==> src/rtl/lsw_pkg.sv <==
// Shared types and constants of the lidar scan to world point transform.
// Depends on nothing; the register block, the CORDIC stage, the top level and the testbench import it.
package lsw_pkg;

  localparam int unsigned RANGE_W = 16;
  localparam int unsigned IDX_W = 16;
  localparam int unsigned ANGLE_W = 32;
  localparam int unsigned POS_W = 24;
  localparam int unsigned APB_AW = 5;
  localparam int unsigned APB_DW = 32;

  // CORDIC datapath widths. The rotated vector stays below 2^33 in magnitude.
  localparam int unsigned XY_W = 36;
  localparam int unsigned T_W = 33;
  localparam int unsigned FRAC_W = 16;
  localparam int unsigned RND_W = XY_W - FRAC_W;
  localparam int unsigned SUM_W = POS_W + 1;

  localparam logic [15:0] GAIN_Q16 = 16'd39797;

  localparam int unsigned CORDIC_ITERS = 24;
  localparam int unsigned ITERS_PER_STAGE = 2;
  localparam int unsigned CRD_STAGES = CORDIC_ITERS / ITERS_PER_STAGE;

  // atan(2^-i) as a binary angle, a full turn being 2^32.
  localparam logic [29:0] ATAN_TAB [CORDIC_ITERS] = '{
    30'd536870912, 30'd316933406, 30'd167458907, 30'd85004756,
    30'd42667331, 30'd21354465, 30'd10680862, 30'd5340245,
    30'd2670163, 30'd1335087, 30'd667544, 30'd333772,
    30'd166886, 30'd83443, 30'd41722, 30'd20861,
    30'd10430, 30'd5215, 30'd2608, 30'd1304,
    30'd652, 30'd326, 30'd163, 30'd81
  };

  typedef enum logic [2:0] {
    REG_START_ANGLE  = 3'd0,
    REG_ANGLE_STEP   = 3'd1,
    REG_MIN_RANGE    = 3'd2,
    REG_MAX_RANGE    = 3'd3,
    REG_POSE_X       = 3'd4,
    REG_POSE_Y       = 3'd5,
    REG_POSE_HEADING = 3'd6
  } reg_idx_e;

  typedef struct packed {
    logic [ANGLE_W-1:0]        angle_step;
    logic [ANGLE_W-1:0]        angle_base;
    logic [RANGE_W-1:0]        min_range_mm;
    logic [RANGE_W-1:0]        max_range_mm;
    logic signed [POS_W-1:0]   pose_x_mm;
    logic signed [POS_W-1:0]   pose_y_mm;
  } cfg_t;

  typedef struct packed {
    logic signed [XY_W-1:0] x;
    logic signed [XY_W-1:0] y;
    logic signed [T_W-1:0]  t;
  } crd_t;

endpackage

==> src/rtl/lsw_cordic_stage.sv <==
// One registered stage of the rotation-mode CORDIC, ITERS_PER_STAGE (two) iterations deep.
// Depends on lsw_pkg for the vector type and the arctangent table.
module lsw_cordic_stage #(
  parameter int unsigned FIRST_ITER = 0
) (
  input  logic          clk_i,
  input  logic          rst_ni,
  input  logic          valid_i,
  input  lsw_pkg::crd_t data_i,
  output logic          ready_o,
  output logic          valid_o,
  output lsw_pkg::crd_t data_o,
  input  logic          ready_i
);
  import lsw_pkg::*;

  logic valid_q;
  crd_t data_q;
  crd_t data_d;

  always_comb begin
    crd_t                   cur;
    logic signed [XY_W-1:0] dx;
    logic signed [XY_W-1:0] dy;
    logic signed [T_W-1:0]  ang;
    cur = data_i;
    for (int j = 0; j < ITERS_PER_STAGE; j++) begin
      dx  = cur.y >>> (FIRST_ITER + j);
      dy  = cur.x >>> (FIRST_ITER + j);
      ang = $signed(T_W'(ATAN_TAB[FIRST_ITER + j]));
      if (!cur.t[T_W-1]) begin
        cur.x = cur.x - dx;
        cur.y = cur.y + dy;
        cur.t = cur.t - ang;
      end else begin
        cur.x = cur.x + dx;
        cur.y = cur.y - dy;
        cur.t = cur.t + ang;
      end
    end
    data_d = cur;
  end

  assign ready_o = !valid_q || ready_i;

  always_ff @(posedge clk_i or negedge rst_ni) begin
    if (!rst_ni) begin
      valid_q <= 1'b0;
    end else if (ready_o) begin
      valid_q <= valid_i;
    end
  end

  always_ff @(posedge clk_i) begin
    if (ready_o && valid_i) begin
      data_q <= data_d;
    end
  end

  assign valid_o = valid_q;
  assign data_o  = data_q;

endmodule

==> config.mk <==
export PLATFORM = sky130hd
export DESIGN_NAME = lsw_cordic_stage
export DESIGN_NICKNAME = d
export VERILOG_FILES = /design/src/rtl/lsw_pkg.sv /design/src/rtl/lsw_cordic_stage.sv
export SDC_FILE = /design/constraint.sdc
export NUM_CORES = 1
export LEC_CHECK = 0
export ABC_AREA = 1
export BUFFER_PORTS_ARGS = -buffer_cell sky130_fd_sc_hd__buf_4
export CAP_MARGIN = 20
export CORE_ASPECT_RATIO = 0.6
export CORE_MARGIN = 2
export CORE_UTILIZATION = 45
export DETAILED_ROUTE_END_ITERATION = 12
export PLACE_DENSITY = 0.63
export SLEW_MARGIN = 0
export SYNTH_ARGS = -nofsm -noshare
export SYNTH_HDL_FRONTEND = slang
export SYNTH_SLANG_ARGS = --single-unit
export TNS_END_PERCENT = 100
==> constraint.sdc <==
create_clock -name clk_i -period 8.46 [get_ports clk_i]
set_input_delay 1.692 -clock clk_i [delete_from_list [all_inputs] [get_ports clk_i]]
set_output_delay 1.692 -clock clk_i [all_outputs]
set_load 0.02 [all_outputs]
Word-level counts from Yosys, hierarchy flattened --
Cells that the tools add are included. W data, S select, Z words.
Storage, ports and cells: output and inout port bits 107, bits of input ports 109, logic and storage cells 20, bits in registers 106
Operators by class: reduce and logical (&&, ||, !) cells 3, add/subtract/negate cells 11, mux-type cells 2
Operator list (count):
- $mux W105 | 2
- $add A36 B35 Y36 | 2
- $sub A36 B35 Y36 | 2
- $sub A36 B36 Y36 | 2
- $add A36 B36 Y36 | 1
- $add A33 B30 Y33 const B | 1
- $add A33 B31 Y33 const B | 1
- $sub A33 B30 Y33 const B | 1
- $sub A33 B31 Y33 const B | 1
- $logic_and A1 B1 Y1 | 1
- $logic_not A1 Y1 | 1
- $logic_or A1 B1 Y1 | 1

Logic depth before layout (Yosys ltp) --
Gate-level depths: netlist (run 1).
word-level depth 4, mapped depth 37, depth with buffers taken out 36

Worst setup path before layout (run 1) --
Ideal clock, no wire load.
path kind input-to-reg, start point input valid_i, end point register data_q (netlist bit data_o[0]) (enable), setup time 604 ps, path slack 1058 ps, stages 2, arrival 6799 ps, required time 7856 ps, path buffers 0, cells stage by stage inv_1 a21oi_1
Between the ends: cells in the longest elaborated chain, start to end 1
RTL lines:
- from (decl) | line lsw_cordic_stage.sv:8 | input logic valid_i,
- $logic_and A1 B1 Y1 | line lsw_cordic_stage.sv:55 | if (ready_o && valid_i) begin
- to (signal assigned) | line lsw_cordic_stage.sv:56 | data_q <= data_d;
- to (decl) | line lsw_cordic_stage.sv:18 | crd_t data_q;
No other way between the ends. A chain may end at the register's enable or synchronous reset.

==> results of run 1 <==
cell usage after synthesis (all sizes together) (4+ instances only):
cell	instances	area share, %
clkbuf	8	0.16
o21bai	16	0.62
xor2	133	6.0
nor2	286	6.4
nor4	6	0.19
nand4	44	1.4
o21a	9	0.35
nand2	1026	21
o31ai	4	0.15
nor3	25	0.82
a31oi	19	0.61
clkinv	7	0.13
nand3	275	7.6
edfxtp	105	16
a21boi	11	0.42
o221ai	8	0.36
o21ai	92	2.4
buf	46	1.5
ha	220	14
inv	576	11
a221oi	4	0.18
xnor2	35	1.6
o211ai	10	0.38
fa	7	0.72
a21oi	202	5.4
layout make-up:
class	count	area, µm²	area share, %
clock buffers	10	239	1.09
inverters	583	2190	9.97
well taps	579	724	3.30
flip-flops and latches	106	3180	14.5
clock inverters	6	70.1	0.319
multi-input cells	2450	13800	63.0
repair buffers	229	1720	7.83
worst paths after layout:
path	endpoint	slack, ns	cells past startpoint
worst max register to register	data_o[104]	6.20	3
worst min-delay path	valid_o	0.60	2
max in group asynchronous	valid_o	7.30	1
min in group asynchronous	valid_o	1.08	1
worst max-delay path	data_o[68]	1.15	29
worst min register to register	valid_o	0.60	2
power groups by stage:
stage | Sequential, mW | Combinational, mW | Clock [mW]
after global routing | 0.921 | 3.43 | 0.480
after floorplan | 1.12 | 1.87 | 0
final | 0.906 | 3.16 | 0.457
after global placement | 0.912 | 3.05 | 0
after detailed placement | 0.916 | 3.07 | 0
after CTS | 0.907 | 3.09 | 0.462
through the flow:
stage / instances / cell area, µm² / total power [mW]
after global placement: 3947 / 21700 / 3.96
after global routing: 3963 / 22000 / 4.83
final: 3963 / 22000 / 4.52
after detailed placement: 3947 / 21700 / 3.99
after CTS: 3963 / 22000 / 4.46
after floorplan: 3193 / 19500 / 2.98
metal layers:
metal / wire, µm / global-route usage [%]
met1: 39300 / 53.7
met2: 28900 / 45.0
met3: 9410 / 9.66
met4: 697 / 3.40
met5: 53 / 0.877
cell families (layout without fill, tap and decap cells):
| logic type | Yosys count | after routing | synth area share (%) |
|---|---|---|---|
| and+or+nand+nor | 1671 | 1671 | 37.2 |
| DFF | 106 | 106 | 16.3 |
| xor gates and xnor gates | 168 | 168 | 7.54 |
| AOI/OAI and AO/OA | 384 | 384 | 11.2 |
| adders and majority gates | 227 | 227 | 14.8 |
| buffers and inverters | 637 | 828 | 12.9 |
worst max-delay path, delay by kind of cell:
kind	cells	cell delay, ns
and+or+nand+nor	19	3.68
adders and majority gates	2	0.93
AOI/OAI and AO/OA	3	0.56
buffers and inverters	4	0.36
xor gates and xnor gates	1	0.17
registers in the layout, summed over array words and instances, names as in the netlist:
register,flops
valid_o,1
data_o,105
cells in the final DEF (no fill, tap or decap), drive strengths merged, types with 2 or more instances in the layout:
master,Yosys,final
nand4,44,44
xnor2,35,35
o21a,9,9
clkbuf,8,10
nand3,275,275
o211ai,10,10
o31ai,4,4
a31oi,19,19
nor2,286,286
ha,220,220
fa,7,7
clkinv,7,7
a21o,3,3
nor3,25,25
buf,46,229
nand2,1026,1026
a21boi,11,11
o21bai,16,16
a21oi,202,202
or2,2,2
a211oi,3,3
inv,576,581
xor2,133,133
edfxtp,105,105
o21ai,92,92
nand3b,2,2
o221ai,8,8
a221oi,4,4
nor4,6,6
and2,3,3
==> impl_metrics.yaml, run 1 <==
setup_path:
  timing.critical_path.mode_cell: "nand2_1"
  crit_fanout: 11
  critPathCaptureType: "flop"
  critical_path.slowest_cell: "ha_1"
  crit_path_start: "data_i[51]"
  crit_required_ns: 8.58
  worstPathArrival_ns: 7.43
  crit_path_max_incr_delay_ns: 0.58
  crit_path_start_kind: "input port"
  r2r-start: "valid_o"
  critPathKind: "input port to flop"
timing:
  holdWs_ns: 0.596
  slew_violations: 0
  layout_min_cycle_time_ns: 7.31
  relSlewSlack_pct: 31.9
  fmax_ghz: 0.137
  setup_tns_ns: 0
  layout_setup_ws_ns: 1.15
  setup_viol: 0
  clock-skew-final_ns: 0.0100
  rsz0062_at_grt: "false"
  tightest_slew_ns: 1.01
  hold_viol_final: 0
  finalCritPeriodShare_pct: 86.4
floorplan:
  fp.dieH_um: 165
  num_rows: 59
  die_w_um: 273
  dieArea_mm2: 0.0451
  ios: 216
  core_area_mm2: 0.0430
  start_util_pct: 45.3
logic_synthesis:
  synth-async-reset-ratio_pct: 0.943
  synth_warnings: 0
  syn_avg_cell_area_um2: 6.11
  synth_seq_cells: 106
  syn_area_mm2: 0.0195
  synthesis.nets: 3529
  synth_edf_count: 105
  synthFlopType: "edfxtp_1"
  seq_area_frac_synth_pct: 16.3
  synth_cell_types: 54
  synth_cells: 3193
run:
  cap_violations: 0
hold_path:
  hold_path_class: "flop to flop"
  min_from: "valid_o"
routing:
  drt-initial-drc-count: 2589
  ant_nets: 0
  vias_per_cell: 5.44
  routed-via-count: 21600
  drc: 0
  dr.pass1.iters: 6
  drt-wirelength-per-cell_um: 19.8
  routed_wl_mm: 78.4
global_routing:
  grt_use_total_pct: 33.9
  grt_pass1_wl_mm: 117
  globalRouteOverflowTotal: 0
  grt_start_max_net_pins: 71
  antenna_found_initial: 1
  grt_pass1_vias: 19500
place:
  pre_cts_slack_ns: 1.07
  gp_congestion: 1.01
  port-buffer-count: 215
  place_hpwl_mm: 67.6
power:
  ir_drop_mv: 0.165
  p_int_mw: 2.16
  power_frac_comb_pct: 69.8
  leakagePower_nw: 11.9
  p_seq_share_pct: 20.0
  swShare_pct: 52.3
  p_clk_share_pct: 10.1
  p_per_area_mw_per_mm2: 206
  power_switching_mw: 2.36
clocking:
  cts-resized-gates: 0
  htree_levels: 3
  cts_made_buffers: 9
  cts_tree: "done"
  numClockSinks: 106
  clkLatencyLatePin_ns: 0.36
  root_buffer: "clkbuf_16"
  path_clk_slew_ns: 0.08
  holdBufCountCts: 0
  postCtsSetupRepairBufs: 0
  clockBufferDepth: 2
status:
  status: "finished, final reports clean"
layout:
  drive_gt1_share_pct: 12.5
  insertedDiodeCount: 0
  num-fill-cells: 4610
  fin_util_pct: 51.0
  finalNetCount: 3715
  syn2layout_area_growth_pct: 12.6
No activity file was read; power rests on OpenSTA's default activity.
==> inputs of run 2 (changes only) <==
--- a/config.mk
+++ b/config.mk
@@ -8,3 +8,2 @@
 export ABC_AREA = 1
-export BUFFER_PORTS_ARGS = -buffer_cell sky130_fd_sc_hd__buf_4
 export CAP_MARGIN = 20
@@ -14,3 +13,4 @@
 export DETAILED_ROUTE_END_ITERATION = 12
-export PLACE_DENSITY = 0.63
+export DONT_BUFFER_PORTS = 1
+export PLACE_DENSITY = 0.59
 export SLEW_MARGIN = 0
--- a/constraint.sdc
+++ b/constraint.sdc
@@ -3,2 +3,2 @@
 set_output_delay 1.692 -clock clk_i [all_outputs]
-set_load 0.02 [all_outputs]
+set_load 0.01 [all_outputs]
==> run 2 against run 1 <==
Effect of this change: clock skew increased by 0.0020 ns; via count fell by 4.6%; fmax down 5.4%; clock power up 2%; first-iteration DRC count fell by 4.8%; global-route usage is 0.70 points lower; register-to-register slack got worse by 0.33 ns; combinational power fell by 16%; hold slack gained 0.16 ns; highest routed layer is now met4.
==> impl_metrics.yaml, run 2 (same netlist as run 1, synthesis figures left out) <==
status:
  status: "finished, final reports clean"
setup_path:
  r2r-start: "valid_o"
  crit_path_max_incr_delay_ns: 1.02
  crit_fanout: 12
  cp.depth: 28
  cp_top_family: "simple AND/OR/NAND/NOR gates"
  critPathKind: "input port to flop"
  rr_worst_depth: 2
  critPathCaptureType: "flop"
  critical_path.slowest_cell: "o21ai_0"
  timing.critical_path.mode_cell: "nand2_1"
  crit_path_start_kind: "input port"
  cp-endpoint: "data_o[64]"
  crit_path_start: "data_i[45]"
  crit_required_ns: 8.58
  ff2ff_setup_slack_ns: 5.87
  critPathBufInv: 1
  worstPathArrival_ns: 7.85
  timing.rr.end: "data_o[101]"
routing:
  drt-initial-drc-count: 2466
  ant_nets: 0
  routed_wl_mm: 77.2
  drt-wirelength-per-cell_um: 20.6
  drc: 0
  vias_per_cell: 5.49
  routed-via-count: 20600
  dr.pass1.iters: 6
layout:
  insertedDiodeCount: 0
  largest_reg_flops: 105
  layout.cells.most_common: "nand2_1"
  syn2layout_area_growth_pct: 4.21
  fin_util_pct: 47.3
  fin_cells: 3743
  finalNetCount: 3495
  drive_gt1_share_pct: 6.45
  final_cell_mix: "974 x nand2_1, 531 x inv_1, 255 x nand3_1, 247 x nor2_1, 220 x ha_1"
power:
  ir_drop_mv: 0.132
  leakagePower_nw: 10.8
  p_per_area_mw_per_mm2: 205
run:
  cap_violations: 0
global_routing:
  globalRouteOverflowTotal: 0
  grt_use_met2_pct: 43.4
  grt_start_max_net_pins: 78
  grt_pass1_vias: 18200
  grtUsageMet1_pct: 52.7
  antenna_found_initial: 0
  grt_pass1_wl_mm: 112
  met3_usage_pct: 9.56
  grt.busiest_layer: "met1"
  grt_use_total_pct: 33.2
clocking:
  htree_levels: 3
  numClockSinks: 106
  path_clk_slew_ns: 0.08
  cts_made_buffers: 9
  root_buffer: "clkbuf_16"
  cts-resized-gates: 0
  clkLatencyLatePin_ns: 0.37
  holdBufCountCts: 0
  cts_tree: "done"
  postCtsSetupRepairBufs: 0
  clockBufferDepth: 2
timing:
  rsz0062_at_grt: "false"
  fmax_ghz: 0.129
  layout_min_cycle_time_ns: 7.73
  holdWs_ns: 0.755
  setup_tns_ns: 0
  layout_setup_ws_ns: 0.732
  finalCritPeriodShare_pct: 91.3
  relSlewSlack_pct: 12.3
  setup_viol: 0
  tightest_slew_ns: 1.30
  hold_viol_final: 0
  clock-skew-final_ns: 0.0120
  slew_violations: 0
floorplan:
  start_util_pct: 45.3
  die_w_um: 273
  num_rows: 59
  dieArea_mm2: 0.0451
  fp.dieH_um: 165
  ios: 216
  core_area_mm2: 0.0430
place:
  gp_congestion: 1.02
  port-buffer-count: 0
  dp_cells: 3727
  place_hpwl_mm: 66.3
  pre_cts_slack_ns: 0.888
hold_path:
  hold_path_class: "flop to flop"
[run 2: where the power goes]
part / switching (mW) / internal (mW)
registers: 0.162 / 0.867
logic: 1.82 / 0.847
clock network: 0.223 / 0.243
total: 2.20 / 1.96
[run 2: worst min path at each step]
| stage | start | to | slack (ns) | depth (start not counted) |
|---|---|---|---|---|
| after global placement | valid_o | valid_o | 0.71 | 2 |
| after floorplan | valid_o | valid_o | 0.61 | 2 |
| after CTS | valid_o | valid_o | 0.77 | 2 |
| after detailed placement | valid_o | valid_o | 0.76 | 2 |
| final | valid_o | valid_o | 0.75 | 2 |
| after global routing | valid_o | valid_o | 0.78 | 2 |
[run 2: layer usage]
metal / share of wire, % / up-vias
met3: 12 / 54
met5: 0 / -
met1: 51 / 9410
met2: 36 / 993
li1: - / 10100
met4: 1.3 / 0
[run 2: final cells by class]
| type | instances | area, µm² |
|---|---|---|
| Sequential cell | 106 | 3180 |
| Clock inverter | 7 | 108 |
| Clock buffer | 9 | 225 |
| Inverter | 583 | 2190 |
| Multi-Input combinational cell | 2450 | 13800 |
| Fill cell | 4658 | 22700 |
| Timing Repair Buffer | 9 | 65.1 |
| Tap cell | 579 | 724 |
[run 2: metrics by stage]
stage	power, mW	instance area, µm²
2_1_floorplan	2.86	19500
3_3_place_gp	3.60	20000
3_5_place_dp	3.61	20000
4_1_cts	4.09	20300
5_1_grt	4.45	20300
6_report	4.16	20300
[run 2: worst reg2reg max path, stage by stage, from the launching register on]
cell and delay, ns:
dfrtp_1 0.47, a21oi_4 0.76, buf_4 0.90
