[src/rtl/lsw_pkg.sv]
// Shared types and constants of the lidar scan to world point transform.
// Depends on nothing; the register block, the CORDIC stage, the top level and the testbench import it.
package lsw_pkg;

  localparam int unsigned RANGE_W = 16;
  localparam int unsigned IDX_W = 16;
  localparam int unsigned ANGLE_W = 32;
  localparam int unsigned POS_W = 24;
  localparam int unsigned APB_AW = 5;
  localparam int unsigned APB_DW = 32;

  // CORDIC datapath widths. The rotated vector stays below 2^33 in magnitude.
  localparam int unsigned XY_W = 36;
  localparam int unsigned T_W = 33;
  localparam int unsigned FRAC_W = 16;
  localparam int unsigned RND_W = XY_W - FRAC_W;
  localparam int unsigned SUM_W = POS_W + 1;

  localparam logic [15:0] GAIN_Q16 = 16'd39797;

  localparam int unsigned CORDIC_ITERS = 24;
  localparam int unsigned ITERS_PER_STAGE = 2;
  localparam int unsigned CRD_STAGES = CORDIC_ITERS / ITERS_PER_STAGE;

  // atan(2^-i) as a binary angle, a full turn being 2^32.
  localparam logic [29:0] ATAN_TAB [CORDIC_ITERS] = '{
    30'd536870912, 30'd316933406, 30'd167458907, 30'd85004756,
    30'd42667331, 30'd21354465, 30'd10680862, 30'd5340245,
    30'd2670163, 30'd1335087, 30'd667544, 30'd333772,
    30'd166886, 30'd83443, 30'd41722, 30'd20861,
    30'd10430, 30'd5215, 30'd2608, 30'd1304,
    30'd652, 30'd326, 30'd163, 30'd81
  };

  typedef enum logic [2:0] {
    REG_START_ANGLE  = 3'd0,
    REG_ANGLE_STEP   = 3'd1,
    REG_MIN_RANGE    = 3'd2,
    REG_MAX_RANGE    = 3'd3,
    REG_POSE_X       = 3'd4,
    REG_POSE_Y       = 3'd5,
    REG_POSE_HEADING = 3'd6
  } reg_idx_e;

  typedef struct packed {
    logic [ANGLE_W-1:0]        angle_step;
    logic [ANGLE_W-1:0]        angle_base;
    logic [RANGE_W-1:0]        min_range_mm;
    logic [RANGE_W-1:0]        max_range_mm;
    logic signed [POS_W-1:0]   pose_x_mm;
    logic signed [POS_W-1:0]   pose_y_mm;
  } cfg_t;

  typedef struct packed {
    logic signed [XY_W-1:0] x;
    logic signed [XY_W-1:0] y;
    logic signed [T_W-1:0]  t;
  } crd_t;

endpackage

[src/rtl/lsw_apb_regs.sv]
// APB configuration registers of the lidar point transform.
// Depends on lsw_pkg for the register index codes and the cfg_t bundle.
module lsw_apb_regs (
  input  logic                       clk_i,
  input  logic                       rst_ni,
  input  logic                       psel,
  input  logic                       penable,
  input  logic                       pwrite,
  input  logic [lsw_pkg::APB_AW-1:0] paddr,
  input  logic [lsw_pkg::APB_DW-1:0] pwdata,
  output logic [lsw_pkg::APB_DW-1:0] prdata,
  output logic                       pready,
  output lsw_pkg::cfg_t              cfg_o
);
  import lsw_pkg::*;

  logic [ANGLE_W-1:0] start_angle_q;
  logic [ANGLE_W-1:0] angle_step_q;
  logic [RANGE_W-1:0] min_range_q;
  logic [RANGE_W-1:0] max_range_q;
  logic [POS_W-1:0]   pose_x_q;
  logic [POS_W-1:0]   pose_y_q;
  logic [ANGLE_W-1:0] heading_q;
  logic [ANGLE_W-1:0] angle_base_q;
  logic [ANGLE_W-1:0] angle_base_d;
  logic               wr_en;
  reg_idx_e           reg_sel;

  assign pready  = 1'b1;
  assign wr_en   = psel & penable & pwrite;
  assign reg_sel = reg_idx_e'(paddr[APB_AW-1:2]);

  always_ff @(posedge clk_i or negedge rst_ni) begin
    if (!rst_ni) begin
      start_angle_q <= '0;
      angle_step_q  <= '0;
      min_range_q   <= '0;
      max_range_q   <= '1;
      pose_x_q      <= '0;
      pose_y_q      <= '0;
      heading_q     <= '0;
    end else if (wr_en) begin
      case (reg_sel)
        REG_START_ANGLE:  start_angle_q <= pwdata[ANGLE_W-1:0];
        REG_ANGLE_STEP:   angle_step_q  <= pwdata[ANGLE_W-1:0];
        REG_MIN_RANGE:    min_range_q   <= pwdata[RANGE_W-1:0];
        REG_MAX_RANGE:    max_range_q   <= pwdata[RANGE_W-1:0];
        REG_POSE_X:       pose_x_q      <= pwdata[POS_W-1:0];
        REG_POSE_Y:       pose_y_q      <= pwdata[POS_W-1:0];
        REG_POSE_HEADING: heading_q     <= pwdata[ANGLE_W-1:0];
        default: ;
      endcase
    end
  end

  // The constant part of the beam angle, including the half turn that flips
  // the beam direction, is folded into one register.
  assign angle_base_d = (start_angle_q + heading_q) ^ {1'b1, {(ANGLE_W-1){1'b0}}};

  always_ff @(posedge clk_i or negedge rst_ni) begin
    if (!rst_ni) begin
      angle_base_q <= {1'b1, {(ANGLE_W-1){1'b0}}};
    end else begin
      angle_base_q <= angle_base_d;
    end
  end

  always_comb begin
    prdata = '0;
    case (reg_sel)
      REG_START_ANGLE:  prdata = APB_DW'(start_angle_q);
      REG_ANGLE_STEP:   prdata = APB_DW'(angle_step_q);
      REG_MIN_RANGE:    prdata = APB_DW'(min_range_q);
      REG_MAX_RANGE:    prdata = APB_DW'(max_range_q);
      REG_POSE_X:       prdata = APB_DW'(pose_x_q);
      REG_POSE_Y:       prdata = APB_DW'(pose_y_q);
      REG_POSE_HEADING: prdata = APB_DW'(heading_q);
      default:          prdata = '0;
    endcase
  end

  assign cfg_o.angle_step   = angle_step_q;
  assign cfg_o.angle_base   = angle_base_q;
  assign cfg_o.min_range_mm = min_range_q;
  assign cfg_o.max_range_mm = max_range_q;
  assign cfg_o.pose_x_mm    = $signed(pose_x_q);
  assign cfg_o.pose_y_mm    = $signed(pose_y_q);

endmodule

[config.mk]
export PLATFORM = sky130hd
export DESIGN_NAME = lsw_apb_regs
export DESIGN_NICKNAME = d
export VERILOG_FILES = /design/src/rtl/lsw_pkg.sv /design/src/rtl/lsw_apb_regs.sv
export SDC_FILE = /design/constraint.sdc
export NUM_CORES = 1
export LEC_CHECK = 0
export BUFFER_PORTS_ARGS = -buffer_cell sky130_fd_sc_hd__buf_4
export CAP_MARGIN = 10
export CELL_PAD_IN_SITES_DETAIL_PLACEMENT = 1
export CELL_PAD_IN_SITES_GLOBAL_PLACEMENT = 2
export CORE_MARGIN = 4
export CORE_UTILIZATION = 30
export DETAILED_ROUTE_END_ITERATION = 6
export MAX_ROUTING_LAYER = met4
export PLACE_DENSITY = 0.67
export SETUP_SLACK_MARGIN = 0.2
export SLEW_MARGIN = 5
export SYNTH_ARGS = -nofsm -noshare
export SYNTH_HDL_FRONTEND = slang
export SYNTH_SLANG_ARGS = --single-unit
[constraint.sdc]
create_clock -name clk_i -period 5.54 [get_ports clk_i]
set_clock_uncertainty 0.05 [all_clocks]
set_input_delay 1.108 -clock clk_i [delete_from_list [all_inputs] [get_ports clk_i]]
set_output_delay 1.108 -clock clk_i [all_outputs]
set_load 0.02 [all_outputs]
== Word-level counts from Yosys, hierarchy flattened ==
Cells that the tools add are included.

* Flip-flop bits (word level): 208
* Bits of input ports: 42
* Output and inout port bits: 177
* Word-level logic and storage cells: 27

* $add $sub $neg: 1
* Equality and inequality tests: 6
* Muxes and demuxes: 1
* Bitwise gates (word level): 3
* Reduce and logical (&&, ||, !) cells: 8

{| class="wikitable"
|+ Operator list
! cell !! number
|-
| 32-bit one-hot mux with 7 select lines || 1
|-
| 32-bit adder || 1
|-
| 2-bit AND reduction || 7
|-
| 3-bit equality test, second input constant || 3
|-
| 3-bit by 2-bit equality test with 1-bit output, second input constant || 2
|-
| 3-bit by 1-bit equality test with 1-bit output, second input constant || 1
|-
| 3-bit logical NOT || 1
|-
| 1-bit AND || 2
|-
| 1-bit inverter || 1
|}

== Longest topological paths before layout ==
Gate-level depths: netlist of run 1.

* Word-level depth: 3
* Mapped depth: 9
* Gate-level depth less buffers: 9

== Worst setup path before layout of run 1 ==
No wires, ideal clock.

* Kind: in2out
* Start: in paddr[4] (netlist bit)
* End: out prdata[15] (netlist bit)
* Data arrival time: 2.606 ns
* Data required time: 4.382 ns
* Setup slack: 1.776 ns
* Cell stages on the path: 5
* Path buffers: 3
* Cells stage by stage: buf_1 > clkbuf_1 > buf_1 > a22oi_1 > o21ai_0

* Word-level cells in the longest chain between the ends: 2
* Elaborated cells between the ends (all ways): 8
* Classes of those cells: eq/ne: 6; mux: 1; reduce/logical: 1

{| class="wikitable"
|+ Ends and longest elaborated chain
! what !! RTL line !! RTL
|-
| from (decl) || lsw_apb_regs.sv:9 || <nowiki>input logic [lsw_pkg::APB_AW-1:0] paddr,</nowiki>
|-
| 3-bit equality test (tied with other cells) || lsw_apb_regs.sv:70 || <nowiki>case (reg_sel)</nowiki>
|-
| 32-bit one-hot mux with 7 select lines * || lsw_apb_regs.sv:70 ||
|-
| to (decl) || lsw_apb_regs.sv:11 || <nowiki>output logic [lsw_pkg::APB_DW-1:0] prdata,</nowiki>
|}

Mark *: on every way between the ends. The rest lies on a longest branch, timed or not.

== Worst setup path in the final report of run 1 ==
* Start: in paddr[3] (netlist bit)
* End: out prdata[9] (netlist bit)

Same word-level chain as after synthesis.

==> results summary, run 1 <==
The run finished with clean final reports. For this run, asynchronously set or reset flops after synthesis account for 100.0%. Of all nets on the critical path, the largest fanout is 41. The classification of the worst-slack hold path is register to register. The most used flip-flop cell after synthesis is dfrtp_1. The CTS tree is built. Counting the buffers created by CTS gives 26.

The detailed placer's ending HPWL came out at ~24000 µm. The initialized floorplan defines just under 70 standard-cell rows. The leakage power figure came out at around 0.0063 µW.

The combined global-route utilization of all metal layers is between 10% and 20%. Broken down by cell family, the worst path's largest delay share belongs to buffers and inverters. The worst slew slack as a fraction of its limit came out at approximately 29%. At the pin with the least slew margin, the transition time is ~1.1 ns. dfrtp_1 takes more of the synthesized area than any other cell. The detailed-route vias per instance is between 5 and 6. The detail route stage leaves a number of antenna-violating nets equal to 0.

The standard cell core area came out at 34460 µm². The detailed-route wire length came out at 34730 µm. The mean area per synthesized cell is around 12 µm².

The critical path buffer and inverter count is 3. The standard cell area after detailed placement is 12610 µm². Summing all non-filler instances in the final layout gives an area of approximately 13000 µm². met2 is the most crowded layer. Entering global routing, the biggest net connects between 100 and 150 pins. The proportion of netlist area held by the largest area contributor came out at 45.70%. The post-synth design cell area came out at ~10000 µm². Dividing total power by cell area gives a power density of about 440 nW/µm². For this design the top-level I/O count stands at between 200 and 250. The maximum level of the CTS H-tree came out at 1. The via count of the first global-routing pass is approximately 8500. Clock-pin slew was measured on the worst setup and hold paths at roughly 0.050 ns. STA classifies the critical path endpoint as an output port. The routing usage on met3 came out at 4.160%.

The gate count of the mapped netlist is 844. The class of the most critical setup path is primary input to output port. The time the final worst path needs with I/O delays and setup came out at 4.175 ns. In the layout the commonest cells are buf_4, dfrtp_1, mux2_2, a21oi_1, nor2_1. The clock passes through at most 3 buffers. The overflow left after global routing came out at 0. The die covers about 38000 µm². The arrival time of the worst setup path is 3.02 ns. Compared with the post-synthesis result, the final layout area differs by 28.42%.

CTS saw 208 sinks. In the final layout, the share of cells above drive strength 1 is a little under half. Summing over every cut layer, the via total after detailed routing is about 7700.

The global-route track usage on met2 came out at slightly above 30%. Measured along the y axis, the die boundary spans 194.7 µm. The core utilization of the finished layout is 38.98%. The timing-limited maximum frequency is 239.5 MHz. Walking the worst path, the cells encountered are buf_4 > buf_4 > mux2_2 > a22oi_1 > nor2_1 > a21oi_1 > o21ai_0 > buf_4. The cell at the root of the clock tree is clkbuf_16. The met1 routing resource usage after global routing is a little under a quarter.

The wire length of the first global-routing pass is 53450 µm. The number of hold-repair buffers added at the cts stage came out at 0. The clock latency of the later-clocked register in the worst-skew pair is 0.53 ns.

For this design, the slowest cell found on the critical path is buf_4. In this run, synthesis produced a sequential element count of ~210. The number of buffer cells added on primary ports is approximately 220.

The cell seen most often among critical-path stages is buf_4. The number of buffers added for setup after CTS is 0. The count of cell types in the netlist came out at between 50 and 60. After synthesis, the cell types taking the most area are dfrtp_1, mux2_2, dfstp_2. The number of flops mapped to enable cells by yosys is 0. Setup repair after global routing left no endpoint under its margin. The number of nets handed over by synthesis was roughly 920.

The maximum vdd ir drop is about 0.21 mV. The final critical path takes up between 70 and 80% of the cycle. The number of instances resized during post-cts repair came out at 0. The setup total negative slack came out at 0 ns.

The number of hold violations in the final report came out at 0. Setup violations remaining at the end of the flow were counted as 0. The number of pins exceeding their max-slew limit in the final report came out at 0.

The final net count came out at 1131. The pre-antenna-repair detailed-routing pass consisted of 4 iterations. The number of DRC violations after detailed-routing iteration 0 is 290. The routability congestion estimate came out at between 0.8 and 0.9. Leaving out fill and tap cells, the most frequent cell in the layout is buf_4. In the routed design, unresolved DRC markers number 0. The number of max-cap violations is 0. The sequential share of the synthesized area came out at roughly half. The chip width is around 190 µm. The internal reg-to-reg setup slack is between 2 and 3 ns. The count of warnings emitted by yosys is 0. For this run, the slowest stage of the critical path takes approximately 0.47 ns. The effective utilization at floorplan is a little under a third. In the final routed layout, each cell accounts on average for about 23 µm. STA puts the critical path data required time at ~4.4 ns. The number of antenna violations at the first check in global routing came out at 1. STA classifies the critical path startpoint as a primary input.
## synthesized netlist by cell type (2+ instances only)
master    instances
a211o_1           2
nand3_1          16
and2_1            5
o21ai_0          38
dfstp_2          17
buf_1             3
and3_1            6
ha_1             31
o211ai_1          3
clkbuf_1         16
nor2_1           46
nand3b_1          2
o21bai_1          5
xor2_1           11
mux2i_1          22
a311oi_1          2
mux2_2          186
a41oi_1           2
a31oi_1           4
dfrtp_1         191
a22o_1            5
a22oi_1          10
o21a_1            3
a41o_1            2
inv_1            12
or2_2             4
mux4_2           15
a21oi_2           2
and3_4            2
a21oi_1          61
buf_2            24
a21boi_0          3
nand4_1           5
xnor2_1          16
a211oi_1          4
nor2b_1           8
a21o_1           11
nand2_1          33
## kinds of logic after synthesis
kind of cell	after synthesis	share of synthesized area, %
adder cells (fa/ha/maj)	32	3.900
multiplexers	223	25.36
flip-flops	208	49.97
other	1	0.03586
XOR/XNOR	27	2.261
AND/OR/NAND/NOR	130	5.862
AO/OA/AOI/OAI	167	10.28
buffers and inverters	56	2.333
## registers in the layout (all words and copies together), names as in the netlist
register	count
pose_x_q	24
angle_base_q	32
pose_y_q	24
heading_q	32
start_angle_q	32
max_range_q	16
min_range_q	16
angle_step_q	32
## area by class of cell
class	instances	area, µm²
Clock inverter	6	93.84
Fill cell	3727	21030
Timing Repair Buffer	229	1738
Antenna cell	1	2.502
Multi-Input combinational cell	580	5030
Clock buffer	41	726.9
Sequential cell	208	5226
Tap cell	455	569.3
Inverter	12	45.04
## metrics by stage
| stage | std cells | total power [µW] | setup WS, ns | hold WS (ns) |
|---|---|---|---|---|
| finish | 1532 | 5894 | 1.365 | 0.4742 |
| floorplan | 844 | 3358 | 1.776 | 0.4283 |
| CTS | 1531 | 5991 | 1.335 | 0.4862 |
| detailed placement | 1484 | 4299 | 1.341 | 0.4731 |
| global route | 1532 | 6237 | 1.202 | 0.4959 |
| global placement | 1484 | 4274 | 1.340 | 0.4642 |
## final timing paths
path,start,endpoint,depth (start not counted)
worst max-delay path,paddr[3],prdata[9],8
worst min-delay path,heading_q[0],angle_base_q[0],1
worst max register to register,start_angle_q[0],angle_base_q[30],8
worst min register to register,heading_q[0],angle_base_q[0],1
max in group asynchronous,rst_ni,angle_base_q[24],2
min in group asynchronous,rst_ni,pose_y_q[3],1
## metal layers
layer  part of all wire (%)  routed length, µm  vias to the layer above
met3                    5.1               1756                       44
met1                     43              15010                     3996
met5                      0                  0                        -
met4                    2.2                769                        0
li1                       -                  -                     3525
met2                     50              17200                      148
## power breakdown
part	internal, µW	switching [µW]	leakage, µW	total (µW)
Clock	990	655	0.000393	1650
Sequential	1910	262	0.00260	2170
Combinational	919	1160	0.00327	2080
(Power assumes the default switching activity.)
==> run 2, diff against run 1 <==
Settings changed: ABC_AREA set to 1, PLACE_DENSITY 0.67 to 0.75.
Clock period 5.54 ns to 3.96 ns, I/O delays scaled along.
==> results summary, run 2 <==
The routability congestion estimate came out at 0.8531 (+5.7%). The library cell used most frequently in the layout, excluding fill and tap cells, is nand2_1. The total routed wire length on the met1 layer came out at 18670 µm (+24%).

The overflow left after global routing is 0 (unchanged). The wire length of the first global-routing pass came out at 60460 µm (+13%). The flow ran to the end, and the final reports show no timing, DRC or antenna violations.

The cell area power density came out at 666.2 nW/µm² (+52%). The count of warnings emitted by yosys came out at 0 (unchanged). The detailed-route vias per instance is 4.766 (-5.3%).

The clock-pin slew of the registers on the worst-case setup and hold paths is 0.06 ns (about the same). The combined global-route utilization of all metal layers is 20.29% (+1.8 points). The setup slack at placement came out at 0.6935 ns (-0.6476 ns). The number of antenna violations at the first check in global routing is 0 (-1). The maximum buffer depth of the clock tree came to 3 (unchanged). The share of synthesized registers carrying an async set or reset is 100.0% (unchanged).

The detailed-route wire length came out at 38940 µm (+12%). The proportion of netlist area held by the largest area contributor came out at 44.40% (-1.3 points). The standard cell core area is 35480 µm² (+3.0%). The net count after synthesis came to 1429 (+56%). The flip-flop and latch count after synthesis came out at 208 (unchanged). The gate count of the mapped netlist is 1355 (+61%). The post-synth design cell area came to 10770 µm² (+2.9%). The I/O pin total is 219 (unchanged). TritonCTS built the clock tree. The maximum level of the CTS H-tree is 1 (unchanged). The leakage power figure is 0.007128 µW (+14%). The sink count of the clock tree is 208 (unchanged). The time the final worst path needs with I/O delays and setup came out at around 3.3 ns. The TritonCTS buffer count came to 26 (unchanged). The count of standard-cell rows is 69 (+1.5%). The largest net degree at the start of global routing came out at 73 (-28%). The effective utilization at floorplan came out at 30.34% (about the same).

The count of cell types in the netlist came out at 39 (-28%). The post-synthesis cell type with the largest combined area is dfrtp_1. The most used flip-flop cell after synthesis is dfrtp_1. The ratio of final minimum period to clock period is between 80 and 90%. The slack of the critical path came out at 0.6765 ns (-0.6890 ns).

The worst endpoint required time came out at 3.12 ns (-1.26 ns). The total via count after detailed routing is 9779 (+27%). The number of DRC violations after detailed-routing iteration 0 came out at 395 (+36%). The number of instances resized during post-cts repair is 0 (unchanged). The min-delay analysis places its worst path in the category primary input to async pin. The number of filler instances in the final layout came out at 4350 (+17%). The most critical setup path has its startpoint at paddr[3]. The measured slew at the worst slew-check pin is 1.049 ns (-0.01594 ns). The via count of the first global-routing pass is 10360 (+22%).

The arrival time of the worst setup path came out at 2.44 ns (-0.58 ns). The number of hold violations in the final report came out at 0 (unchanged). The startpoint identified for the worst register-to-register timing path is start_angle_q[0].

The mean area per synthesized cell was 7.945 µm² (-36%). The wire length on met2 came to 17240 µm (+0.24%). The cell at the root of the clock tree is clkbuf_16.

The routed length per instance is 18.98 µm (-16%). The worst hold-check slack came out at 0.2297 ns (-0.2445 ns). The number of standard cells in the layout, taps in and fillers out is 2052 (+34%). The area of combinational cells with multiple inputs is 4424 µm² (-12%). The worst setup path is launched from a primary input. The number of buffer cells added on primary ports is 215 (unchanged). In the layout the commonest cells are nand2_1, buf_4, inv_1, dfrtp_1, o21ai_0. The number of remaining DRC errors is 0 (unchanged). Ranked by total cell area, the synthesized netlist is headed by dfrtp_1, nand2_1, inv_1. In this run the top signal layer used is met4. The worst reg2reg path depth is 12 (+4). The chip width is 197.4 µm (+1.4%). The maximum vdd ir drop is 0.3261 mV (+53%).

The sequential standard cell area was 5226 µm² (unchanged). The detailed placer's ending HPWL is 30210 µm (+24%). The antenna cell count came out at 0 (-1). The worst setup path is of the primary input to output port kind. The commonest cells after synthesis are nand2_1, inv_1, dfrtp_1.

The clock latency of the later-clocked register in the worst-skew pair is 0.54 ns (about the same). The remaining number of nets flagged by the antenna check after routing came to 0 (unchanged). Setup repair after global routing left no endpoint under its margin. The fraction of layout instances using a drive strength above 1 is 20.43% (-26 points).

The number of buffers added for setup after CTS was 0 (unchanged). The first-pass detailed-route iteration total is 4 (unchanged). The sequential share of the synthesized area is 48.55% (-1.4 points). The number of flops mapped to enable cells by yosys is 0 (unchanged). The chip height was 197.4 µm (+1.4%).

The number of instances in the placed design is 2004 (+35%). The total die area is 38980 µm² (+2.8%). STA classifies the critical path endpoint as an output port. The total of endpoints with negative setup slack in the final report came out at 0 (unchanged). Relative to the synthesized area, the layout overhead comes to 27.44%. The number of hold-repair buffers added at the cts stage is 0 (unchanged). The number of max-cap violations is 0 (unchanged).

The number of pins exceeding their max-slew limit in the final report came to 0 (unchanged). The worst slew slack as a fraction of its limit is 29.87% (+1.1 points). The detailed route wirelength on metal3 came to 2306 µm (+31%).

The maximum fanout count along the critical path is 15 (-63%). The most numerous cell in the Yosys netlist is nand2_1. Timing would allow up to between 300 and 400 MHz. The setup total negative slack is 0 ns (unchanged). The final net count came out at 1645 (+45%).
run 2: logic make-up after synthesis:
family,share of synthesized area [%]
compound gates,13.44
xor+xnor,1.302
fa+ha+maj,3.789
buf+inv,10.43
flops,48.55
mux,2.510
other cells,0.03483
simple gates,19.96
run 2: report_power, final:
part	switching [µW]	total [µW]	leakage (µW)	internal (µW)
registers	370	3090	0.00245	2720
clock network	938	2330	0.000412	1390
logic	2360	3720	0.00427	1360
total	3670	9140	0.00713	5470
run 2: path summary, 6_finish.rpt:
path | endpoint | slack, ns
min in group clk_i | heading_q[27] | 0.45
max in group asynchronous | max_range_q[0] | 2.78
hold reg to reg | max_range_q[0] | 0.45
hold / removal | angle_base_q[29] | 0.23
setup / recovery | prdata[12] | 0.68
setup reg to reg | angle_base_q[28] | 1.66
run 2: cell type report:
| type | instances | area share (%) |
|---|---|---|
| Sequential cell | 208 | 38.09 |
| Multi-Input combinational cell | 873 | 32.25 |
| Timing Repair Buffer | 235 | 13.09 |
| Inverter | 227 | 6.211 |
| Clock buffer | 41 | 5.591 |
| Tap cell | 461 | 4.204 |
| Clock inverter | 7 | 0.5654 |
run 2: layer usage:
metal,global-route usage (%),up-vias
met2,30.63,211
met4,4.237,0
met1,28.16,4799
li1,-,4722
met3,4.605,47
met5,-,-
run 2: stage by stage:
stage / total power [µW] / cell area (µm²) / utilization, %
2_1_floorplan: 5237 / 10770 / -
3_3_place_gp: 6851 / 12870 / 36.28
3_5_place_dp: 6905 / 12870 / 36.28
4_1_cts: 9282 / 13720 / 38.67
5_1_grt: 9804 / 13720 / 38.67
6_report: 9139 / 13720 / 38.67
run 2: critical path, stage by stage:
cell and delay [ns]:
buf_4 0.13, inv_1 0.07, nand3_1 0.52, o22ai_1 0.52, a21oi_1 0.08, o2111ai_1 0.12
buf_4 0.19
